**src/hdl/srt_pkg.sv**
```systemverilog
// Types and constants of the status report timer.
`default_nettype none

package srt_pkg;

   // Event codes
   localparam logic [3:0] FUNC_TICK       = 4'd0;
   localparam logic [3:0] FUNC_SCAN       = 4'd1;
   localparam logic [3:0] FUNC_SET_BATT   = 4'd2;
   localparam logic [3:0] FUNC_SET_TEMP   = 4'd3;
   localparam logic [3:0] FUNC_SET_FAULT  = 4'd4;
   localparam logic [3:0] FUNC_CLR_FAULT  = 4'd5;
   localparam logic [3:0] FUNC_SET_MODULE = 4'd6;
   localparam logic [3:0] FUNC_CLR_MODULE = 4'd7;
   localparam logic [3:0] FUNC_SHUTDOWN   = 4'd8;

   // Register indexes
   localparam logic [2:0] CSR_NODE_ID      = 3'd0;
   localparam logic [2:0] CSR_DEVICE_CLASS = 3'd1;
   localparam logic [2:0] CSR_WOR_ONLY     = 3'd2;
   localparam logic [2:0] CSR_NORMAL_INTV  = 3'd3;
   localparam logic [2:0] CSR_ALERT_INTV   = 3'd4;
   localparam logic [2:0] CSR_LOW_BATT     = 3'd5;
   localparam logic [2:0] CSR_OVER_TEMP    = 3'd6;

   // Fault bit positions
   localparam int FAULT_LOW_BATT_BIT = 0;
   localparam int FAULT_OVER_TEMP_BIT = 1;
   localparam int FAULT_CRITICAL_BIT = 2;

   // Hour arithmetic: 3600000 = 2^7 * 28125; the quotient of a 25 bit
   // value by 28125 is exact through a 26 bit reciprocal and a shift by 40.
   localparam logic [31:0] HOUR_MS     = 32'd3600000;
   localparam int          HOUR_PRESHIFT = 7;
   localparam int          DIV_IN_W    = 32 - HOUR_PRESHIFT;
   localparam int          RECIP_W     = 26;
   localparam logic [RECIP_W-1:0] HOUR_RECIP = 26'd39093747;
   localparam int          RECIP_SHIFT = 40;
   localparam int          PROD_W      = DIV_IN_W + RECIP_W;
   localparam int          HOURS_W     = PROD_W - RECIP_SHIFT;
   localparam logic [7:0]  UPTIME_MAX  = 8'd255;

   // Reset values
   localparam logic [31:0]        NORMAL_INTV_RESET = 32'd60000;
   localparam logic [31:0]        ALERT_INTV_RESET  = 32'd10000;
   localparam logic [7:0]         LOW_BATT_RESET    = 8'd10;
   localparam logic signed [7:0]  OVER_TEMP_RESET   = 8'sd70;
   localparam logic [7:0]         BATTERY_RESET     = 8'd100;
   localparam logic signed [7:0]  TEMP_RESET        = 8'sd25;

   typedef struct packed {
      logic [3:0]        func;
      logic [31:0]       now_ms;
      logic [7:0]        battery_in;
      logic signed [7:0] temperature_in;
      logic [7:0]        flag_mask;
   } event_type;

   typedef struct packed {
      logic [15:0]       node_id;
      logic [7:0]        device_class;
      logic              wor_only_mode;
      logic [31:0]       normal_interval_ms;
      logic [31:0]       alert_interval_ms;
      logic [7:0]        low_battery_pct;
      logic signed [7:0] over_temp_c;
   } cfg_type;

   typedef struct packed {
      logic [15:0]       node_id;
      logic [7:0]        battery;
      logic signed [7:0] temperature;
      logic [7:0]        faults;
      logic [7:0]        modules;
      logic [7:0]        uptime;
      logic [7:0]        device_class;
   } pkt_type;

endpackage

`default_nettype wire

```
**src/hdl/status_report_timer.sv**
```systemverilog
// Top level of the status report timer: handshakes, registers and datapath.
//
//   channel | direction | handshake              | payload
//   --------+-----------+------------------------+----------------------------------
//   req     | in        | req_valid / req_stall  | func, now_ms, battery, temp, mask
//   rsp     | out       | rsp_valid / rsp_stall  | status packet fields
//   csr     | in        | csr_write_en           | csr_index, csr_wdata
//
// An accepted event lands in the input register, then commits against the device
// state. Tick first registers the reciprocal multiply for the hours, then commits
// the hour mark advance there; every other event commits straight from there.
// A packet loads into the result register at the same edge its event commits.
// Reset is synchronous: it empties both registers and returns the device state and the CSRs to their reset values.
// While rsp_stall holds a packet, the held event waits in the input register.
`default_nettype none

module status_report_timer (
   input  wire logic               clock,
   input  wire logic               reset,
   // event input
   input  wire logic               req_valid,
   output logic                    req_stall,
   input  wire logic [3:0]         req_func,
   input  wire logic [31:0]        req_now_ms,
   input  wire logic [7:0]         req_battery_in,
   input  wire logic signed [7:0]  req_temperature_in,
   input  wire logic [7:0]         req_flag_mask,
   // packet output
   output logic                    rsp_valid,
   input  wire logic               rsp_stall,
   output logic                    rsp_packet_sent,
   output logic [15:0]             rsp_pkt_node_id,
   output logic [7:0]              rsp_pkt_battery,
   output logic signed [7:0]       rsp_pkt_temperature,
   output logic [7:0]              rsp_pkt_faults,
   output logic [7:0]              rsp_pkt_modules,
   output logic [7:0]              rsp_pkt_uptime_hours,
   output logic [7:0]              rsp_pkt_device_class,
   // register writes
   input  wire logic               csr_write_en,
   input  wire logic [2:0]         csr_index,
   input  wire logic [31:0]        csr_wdata
);
   import srt_pkg::*;

   cfg_type            cfg_ff;
   event_type          ev_ff;
   logic               in_valid_ff;
   logic               phase_ff;
   logic               rsp_valid_ff;
   pkt_type            pkt_ff;

   logic               req_take;
   logic               out_ready;
   logic               is_tick;
   logic               done;
   logic               div_load;
   logic               send;
   pkt_type            pkt_next;
   logic [31:0]        hour_mark_ms;
   logic               first_tick_pending;
   logic [HOURS_W-1:0] hours;

   // Register writes; index beyond the list is dropped.
   always_ff @(posedge clock) begin
      if (reset) begin
         cfg_ff.node_id            <= 16'd0;
         cfg_ff.device_class       <= 8'd0;
         cfg_ff.wor_only_mode      <= 1'b0;
         cfg_ff.normal_interval_ms <= NORMAL_INTV_RESET;
         cfg_ff.alert_interval_ms  <= ALERT_INTV_RESET;
         cfg_ff.low_battery_pct    <= LOW_BATT_RESET;
         cfg_ff.over_temp_c        <= OVER_TEMP_RESET;
      end else if (csr_write_en) begin
         case (csr_index)
            CSR_NODE_ID:      cfg_ff.node_id            <= csr_wdata[15:0];
            CSR_DEVICE_CLASS: cfg_ff.device_class       <= csr_wdata[7:0];
            CSR_WOR_ONLY:     cfg_ff.wor_only_mode      <= csr_wdata[0];
            CSR_NORMAL_INTV:  cfg_ff.normal_interval_ms <= csr_wdata;
            CSR_ALERT_INTV:   cfg_ff.alert_interval_ms  <= csr_wdata;
            CSR_LOW_BATT:     cfg_ff.low_battery_pct    <= csr_wdata[7:0];
            CSR_OVER_TEMP:    cfg_ff.over_temp_c        <= $signed(csr_wdata[7:0]);
            default: begin
            end
         endcase
      end
   end

   // Result register can take a packet when empty or draining this cycle.
   assign out_ready = !rsp_valid_ff || !rsp_stall;
   assign is_tick   = ev_ff.func == FUNC_TICK;
   // Tick loads the hours quotient before it can commit.
   assign div_load  = in_valid_ff && is_tick && !phase_ff;
   assign done      = in_valid_ff && out_ready && (!is_tick || phase_ff);
   assign req_stall = in_valid_ff && !done;
   assign req_take  = req_valid && !req_stall;

   always_ff @(posedge clock) begin
      if (reset) begin
         in_valid_ff <= 1'b0;
         phase_ff    <= 1'b0;
      end else begin
         if (req_take) begin
            in_valid_ff <= 1'b1;
         end else if (done) begin
            in_valid_ff <= 1'b0;
         end
         if (done) begin
            phase_ff <= 1'b0;
         end else if (div_load) begin
            phase_ff <= 1'b1;
         end
      end
   end

   // Hold the event while it works through the datapath.
   always_ff @(posedge clock) begin
      if (req_take) begin
         ev_ff.func           <= req_func;
         ev_ff.now_ms         <= req_now_ms;
         ev_ff.battery_in     <= req_battery_in;
         ev_ff.temperature_in <= req_temperature_in;
         ev_ff.flag_mask      <= req_flag_mask;
      end
   end

   srt_hour_div u_hour_div (
      .clock              (clock),
      .load               (div_load),
      .now_ms             (ev_ff.now_ms),
      .hour_mark_ms       (hour_mark_ms),
      .first_tick_pending (first_tick_pending),
      .hours              (hours)
   );

   srt_events u_events (
      .clock              (clock),
      .reset              (reset),
      .commit             (done),
      .ev                 (ev_ff),
      .cfg                (cfg_ff),
      .hours              (hours),
      .send               (send),
      .pkt                (pkt_next),
      .hour_mark_ms       (hour_mark_ms),
      .first_tick_pending (first_tick_pending)
   );

   // Result register: load on a sending commit, drop on transfer.
   always_ff @(posedge clock) begin
      if (reset) begin
         rsp_valid_ff <= 1'b0;
      end else if (done && send) begin
         rsp_valid_ff <= 1'b1;
      end else if (!rsp_stall) begin
         rsp_valid_ff <= 1'b0;
      end
   end

   always_ff @(posedge clock) begin
      if (done && send) begin
         pkt_ff <= pkt_next;
      end
   end

   assign rsp_valid            = rsp_valid_ff;
   assign rsp_packet_sent      = 1'b1;
   assign rsp_pkt_node_id      = pkt_ff.node_id;
   assign rsp_pkt_battery      = pkt_ff.battery;
   assign rsp_pkt_temperature  = pkt_ff.temperature;
   assign rsp_pkt_faults       = pkt_ff.faults;
   assign rsp_pkt_modules      = pkt_ff.modules;
   assign rsp_pkt_uptime_hours = pkt_ff.uptime;
   assign rsp_pkt_device_class = pkt_ff.device_class;

endmodule

`default_nettype wire

```
**src/hdl/srt_hour_div.sv**
```systemverilog
// Registered whole-hour quotient of the time since the hour mark.
`default_nettype none

module srt_hour_div (
   input  wire logic                        clock,
   input  wire logic                        load,
   input  wire logic [31:0]                 now_ms,
   input  wire logic [31:0]                 hour_mark_ms,
   input  wire logic                        first_tick_pending,
   output logic [srt_pkg::HOURS_W-1:0]      hours
);
   import srt_pkg::*;

   logic [31:0]          elapsed;
   logic [PROD_W-1:0]    prod;
   logic [HOURS_W-1:0]   hours_ff;

   // The first tick moves the hour mark to now, so nothing has elapsed.
   assign elapsed = first_tick_pending ? 32'd0 : now_ms - hour_mark_ms;
   assign prod    = {{RECIP_W{1'b0}}, elapsed[31:HOUR_PRESHIFT]} *
                    {{DIV_IN_W{1'b0}}, HOUR_RECIP};

   always_ff @(posedge clock) begin
      if (load) begin
         hours_ff <= prod[PROD_W-1:RECIP_SHIFT];
      end
   end

   assign hours = hours_ff;

endmodule

`default_nettype wire

```
**src/hdl/srt_events.sv**
```systemverilog
// Device state registers and the per-event update and packet logic.
`default_nettype none

module srt_events (
   input  wire logic                        clock,
   input  wire logic                        reset,
   input  wire logic                        commit,
   input  wire srt_pkg::event_type          ev,
   input  wire srt_pkg::cfg_type            cfg,
   input  wire logic [srt_pkg::HOURS_W-1:0] hours,
   output logic                             send,
   output srt_pkg::pkt_type                 pkt,
   output logic [31:0]                      hour_mark_ms,
   output logic                             first_tick_pending
);
   import srt_pkg::*;

   logic [7:0]        battery_ff, battery_in;
   logic signed [7:0] temp_ff, temp_in;
   logic [7:0]        faults_ff, faults_in;
   logic [7:0]        modules_ff, modules_in;
   logic [31:0]       hour_mark_ff, hour_mark_in;
   logic [7:0]        uptime_ff, uptime_in;
   logic [31:0]       last_report_ff, last_report_in;
   logic              first_ff, first_in;

   logic [31:0]       interval;
   logic [31:0]       hour_base;
   logic [31:0]       last_base;
   logic [31:0]       since_report;
   logic [11:0]       uptime_sum;
   logic              low_batt;
   logic              too_hot;
   logic [7:0]        derived;

   assign interval   = (faults_ff != 8'd0) ? cfg.alert_interval_ms : cfg.normal_interval_ms;
   assign hour_base  = first_ff ? ev.now_ms : hour_mark_ff;
   assign last_base  = first_ff ? ev.now_ms - interval : last_report_ff;
   assign since_report = ev.now_ms - last_base;
   assign uptime_sum = {4'd0, uptime_ff} + {{(12 - HOURS_W){1'b0}}, hours};

   // Rederive the automatic fault bits from the levels after this event.
   always_comb begin
      low_batt  = battery_in < cfg.low_battery_pct;
      too_hot   = $signed(temp_in) > $signed(cfg.over_temp_c);
      derived   = faults_ff;
      derived[FAULT_LOW_BATT_BIT]  = low_batt;
      derived[FAULT_OVER_TEMP_BIT] = too_hot;
      derived[FAULT_CRITICAL_BIT]  = low_batt & too_hot;
   end

   always_comb begin
      battery_in     = battery_ff;
      temp_in        = temp_ff;
      faults_in      = faults_ff;
      modules_in     = modules_ff;
      hour_mark_in   = hour_mark_ff;
      uptime_in      = uptime_ff;
      last_report_in = last_report_ff;
      first_in       = first_ff;
      send           = 1'b0;
      case (ev.func)
         FUNC_TICK: begin
            first_in     = 1'b0;
            hour_mark_in = hour_base + 32'({{(32 - HOURS_W){1'b0}}, hours} * HOUR_MS);
            uptime_in    = (uptime_sum > {4'd0, UPTIME_MAX}) ? UPTIME_MAX : uptime_sum[7:0];
            if (!cfg.wor_only_mode && (since_report >= interval)) begin
               send           = 1'b1;
               last_report_in = ev.now_ms;
            end else begin
               last_report_in = last_base;
            end
         end
         FUNC_SCAN: begin
            send = 1'b1;
         end
         FUNC_SET_BATT: begin
            battery_in = ev.battery_in;
            faults_in  = derived;
         end
         FUNC_SET_TEMP: begin
            temp_in   = ev.temperature_in;
            faults_in = derived;
         end
         FUNC_SET_FAULT:  faults_in  = faults_ff | ev.flag_mask;
         FUNC_CLR_FAULT:  faults_in  = faults_ff & ~ev.flag_mask;
         FUNC_SET_MODULE: modules_in = modules_ff | ev.flag_mask;
         FUNC_CLR_MODULE: modules_in = modules_ff & ~ev.flag_mask;
         FUNC_SHUTDOWN: begin
            faults_in  = 8'd0;
            modules_in = 8'd0;
         end
         default: begin
         end
      endcase
   end

   always_ff @(posedge clock) begin
      if (reset) begin
         battery_ff     <= BATTERY_RESET;
         temp_ff        <= TEMP_RESET;
         faults_ff      <= 8'd0;
         modules_ff     <= 8'd0;
         hour_mark_ff   <= 32'd0;
         uptime_ff      <= 8'd0;
         last_report_ff <= 32'd0;
         first_ff       <= 1'b1;
      end else if (commit) begin
         battery_ff     <= battery_in;
         temp_ff        <= temp_in;
         faults_ff      <= faults_in;
         modules_ff     <= modules_in;
         hour_mark_ff   <= hour_mark_in;
         uptime_ff      <= uptime_in;
         last_report_ff <= last_report_in;
         first_ff       <= first_in;
      end
   end

   // Packet shows the state after the event.
   always_comb begin
      pkt.node_id      = cfg.node_id;
      pkt.battery      = battery_in;
      pkt.temperature  = temp_in;
      pkt.faults       = faults_in;
      pkt.modules      = modules_in;
      pkt.uptime       = uptime_in;
      pkt.device_class = cfg.device_class;
   end

   assign hour_mark_ms       = hour_mark_ff;
   assign first_tick_pending = first_ff;

endmodule

`default_nettype wire

```
**config.mk**
```make
export PLATFORM = sky130hd
export DESIGN_NAME = status_report_timer
export DESIGN_NICKNAME = d
export VERILOG_FILES = /design/src/hdl/srt_pkg.sv /design/src/hdl/status_report_timer.sv /design/src/hdl/srt_hour_div.sv /design/src/hdl/srt_events.sv
export SDC_FILE = /design/constraint.sdc
export NUM_CORES = 2
export LEC_CHECK = 0
export CAP_MARGIN = 10
export CORE_MARGIN = 4
export CORE_UTILIZATION = 71
export CTS_CLUSTER_SIZE = 10
export DETAILED_ROUTE_END_ITERATION = 10
export DONT_BUFFER_PORTS = 1
export PLACE_DENSITY = 0.87
export SETUP_SLACK_MARGIN = 0.05
export SLEW_MARGIN = 20
export SYNTH_ARGS = -nofsm -noshare
export SYNTH_HDL_FRONTEND = slang
export SYNTH_HIERARCHICAL = 1
export SYNTH_SLANG_ARGS = --single-unit
```
**constraint.sdc**
```tcl
create_clock -name clock -period 31.3 [get_ports clock]
set_input_delay 1.565 -clock clock [delete_from_list [all_inputs] [get_ports clock]]
set_output_delay 1.565 -clock clock [all_outputs]
set_load 0.02 [all_outputs]
```
==> reports/results.txt <==
Worst slack at placement: 20900 ps
CP Data Required Time: 31470 ps
CTS tree: done
Vias in the first global route: 27400
Ratio of cells with drive above 1 in the final layout: 5.07%
CTS Hold Bufs: 0
Critical Path End Type: flop
Final nets: 4386
Status: completed
Commonest cells after routing, fill and taps aside: ha_1 (514), inv_1 (499), fa_1 (273)
Synthesized instance count: 3565
CP Data Arrival Time: 10810 ps
Most common cell after layout, fill and taps aside: ha_1
Fin crit period: 10640 ps
Asr flop ratio synth: 0%
GR Util All Layers: 34.4%
Vert. Die Dim: 229 um
Post-route insts no fill: 4149
Startpoint Class: flop
Area share of the leading cell type in the synthesized netlist: 18.6%
Synth Register Bits: 348
DP HPWL: 70700 um
Top_reg_cell synth: dfxtp_1
Via density: 6.32
CP max stage delay: 570 ps
WL final: 90300 um
Crit-path most repeated cell: a21oi_1
DR iter-0 viols: 2054
Cell Pwr Density: 39.4 nW/um^2
Routability cong.: 0.957
Post-synth EDFFs: 135
Ports: 167
Yosys top cell by area: ha_1
Post-route cell area: 36300 um^2
# fillers: 3281
Net Count, Synth: 4452
Worst Slack Setup Final: 20660 ps
Total grt overflow: 0
CTS sink count: 348
Flip-flop and latch area: 8320 um^2
Root Buffer Master: clkbuf_16
CTS resizes: 0
Fmax: 94.0 MHz
Worst vdd rail ir drop: 0.0548 mV
First-pass GRT wire length: 145000 um
Placed cells: 4069
TritonRoute pass-1 iters: 8
Site row count: 80
Clock slew seen by the registers of the worst setup and hold paths: 60 ps
Syn avg cell area: 9.72 um^2
DRC errors left: 0
Multi-input logic area: 23900 um^2
Final Hold Fails: 0
Crit Path Max Fanout: 64
Post-CTS setup buffer count: 0
Port Buf Inserts: 0
Initial antenna violation count: 5
Chip width: 229 um
Relative slew slack: 32.3%
ANT nets after route: 0
Sequential share of the synthesized area: 24.0%
Hold Crit Class: reg -> reg
Deepest clock path buffer count: 3
Total Die Area: 52400 um^2
Final setup violation count: 0
Worst-margin pin slew: 1020 ps
Clock Latency Late Sink: 570 ps
Final Max Tran Viols: 0
Post-synth cell types: 108
Post-DP Area: 35000 um^2
Crit Path Class: reg -> reg
Critical-path top delay cell: a311oi_1
Lkg Pwr: 0.0176 uW
Initial core utilization: 72.2%
Synth area leaders: ha_1 (19%), fa_1 (16%), dfxtp_1 (12%)
Post-route clock period utilization: 34.0%
WL per Instance: 21.8 um
Skew final: 29.2 ps
Core area: 47900 um^2
Ys Warns: 6
Max Cap Viol: 0
Pin count of the biggest net entering global routing: 240
Unrepaired setup endpoints after global routing: false
P&R area growth vs syn: 4.83%
H-tree depth: 2
Total CTS buffers: 43
Setup TNS: 0 ps
Synth Cell Area: 34600 um^2
Via count: 26200
[synthesized netlist by cell type (12+ instances only)]
cell / number
a21oi_1: 195
edfxtp_1: 135
nand2_1: 184
nor3_1: 45
o211ai_1: 21
mux2_2: 43
mux2i_1: 189
nor2_1: 182
buf_4: 26
and2_1: 18
a31oi_1: 33
ha_1: 514
nand3_1: 66
xor2_1: 38
and3_1: 20
o21a_1: 21
inv_1: 499
a211oi_1: 24
a221oi_1: 16
dfxtp_1: 213
or2_2: 13
or3_1: 12
clkbuf_1: 82
fa_1: 273
nand4_1: 22
buf_2: 12
o21ai_0: 92
o21bai_1: 26
a21o_1: 70
xnor2_1: 94
nor2b_1: 36
nand2b_1: 144
[worst paths after layout]
path                               from                 endpoint  slack, ps  cells after the start
setup / recovery  u_events/faults_ff[3]  rsp_pkt_uptime_hours[7]      20660                     47
hold / removal               cfg_ff[85]  rsp_pkt_device_class[4]        430                      0
setup reg to reg  u_events/faults_ff[3]  rsp_pkt_uptime_hours[7]      20660                     47
hold reg to reg              cfg_ff[85]  rsp_pkt_device_class[4]        430                      0
[final cells by class]
class / instances / area share, %
inverters: 499 / 5.16
repair buffers: 21 / 0.434
multi-input cells: 2586 / 65.8
well taps: 615 / 2.12
clock inverters: 10 / 0.320
diodes: 3 / 0.0207
flip-flops and latches: 348 / 22.9
clock buffers: 67 / 3.27
[report_power, final]
group | total [uW] | switching, uW | internal (uW)
Combinational | 461 | 272 | 190
Clock | 470 | 200 | 270
Sequential | 500 | 17.0 | 483
Total | 1430 | 488 | 943
[stage by stage]
stage / hold slack [ps] / util, % / total power (uW)
3_3_place_gp: 414 / 73.0 / 945
6_report: 435 / 75.7 / 1430
2_1_floorplan: 427 / - / 856
5_1_grt: 438 / 75.7 / 1500
4_1_cts: 434 / 75.7 / 1430
3_5_place_dp: 421 / 73.0 / 957
[flip-flops by register name (all words and copies together) (netlist names), 8 cells and up]
name,cells
cfg_ff,105
ev_ff,60
u_events/hour_mark_ms,32
u_events/last_report_ff,32
rsp_pkt_node_id,16
u_hour_div/hours,11
rsp_pkt_battery,8
rsp_pkt_device_class,8
rsp_pkt_faults,8
rsp_pkt_modules,8
rsp_pkt_temperature,8
rsp_pkt_uptime_hours,8
u_events/battery_ff,8
u_events/faults_ff,8
u_events/modules_ff,8
u_events/temp_ff,8
u_events/uptime_ff,8
[logic make-up after synthesis]
logic type | synth area share (%)
mux | 6.90
other cells | 0.0108
buf+inv | 7.28
fa+ha+maj | 34.6
xor+xnor | 3.34
compound gates | 11.8
flops | 24.0
simple gates | 12.1
[worst max-delay path: cells and delay by family (launching register included)]
kind | cells | cell delay (ps)
AOI/OAI and AO/OA | 20 | 3930
xor gates and xnor gates | 2 | 230
adders and majority gates | 5 | 1280
buffers and inverters | 6 | 1400
DFF | 1 | 370
muxes | 2 | 420
and+or+nand+nor | 12 | 2440
[per-layer routing]
| layer | share of wire [%] | global-route usage, % | vias to the layer above |
|---|---|---|---|
| li1 | - | - | 12100 |
| met1 | 41 | 44.6 | 12900 |
| met2 | 48 | 58.8 | 999 |
| met3 | 6.6 | 5.25 | 214 |
| met4 | 3.7 | 12.5 | 4 |
| met5 | 0.030 | 0 | - |
(Power assumes the default switching activity.)
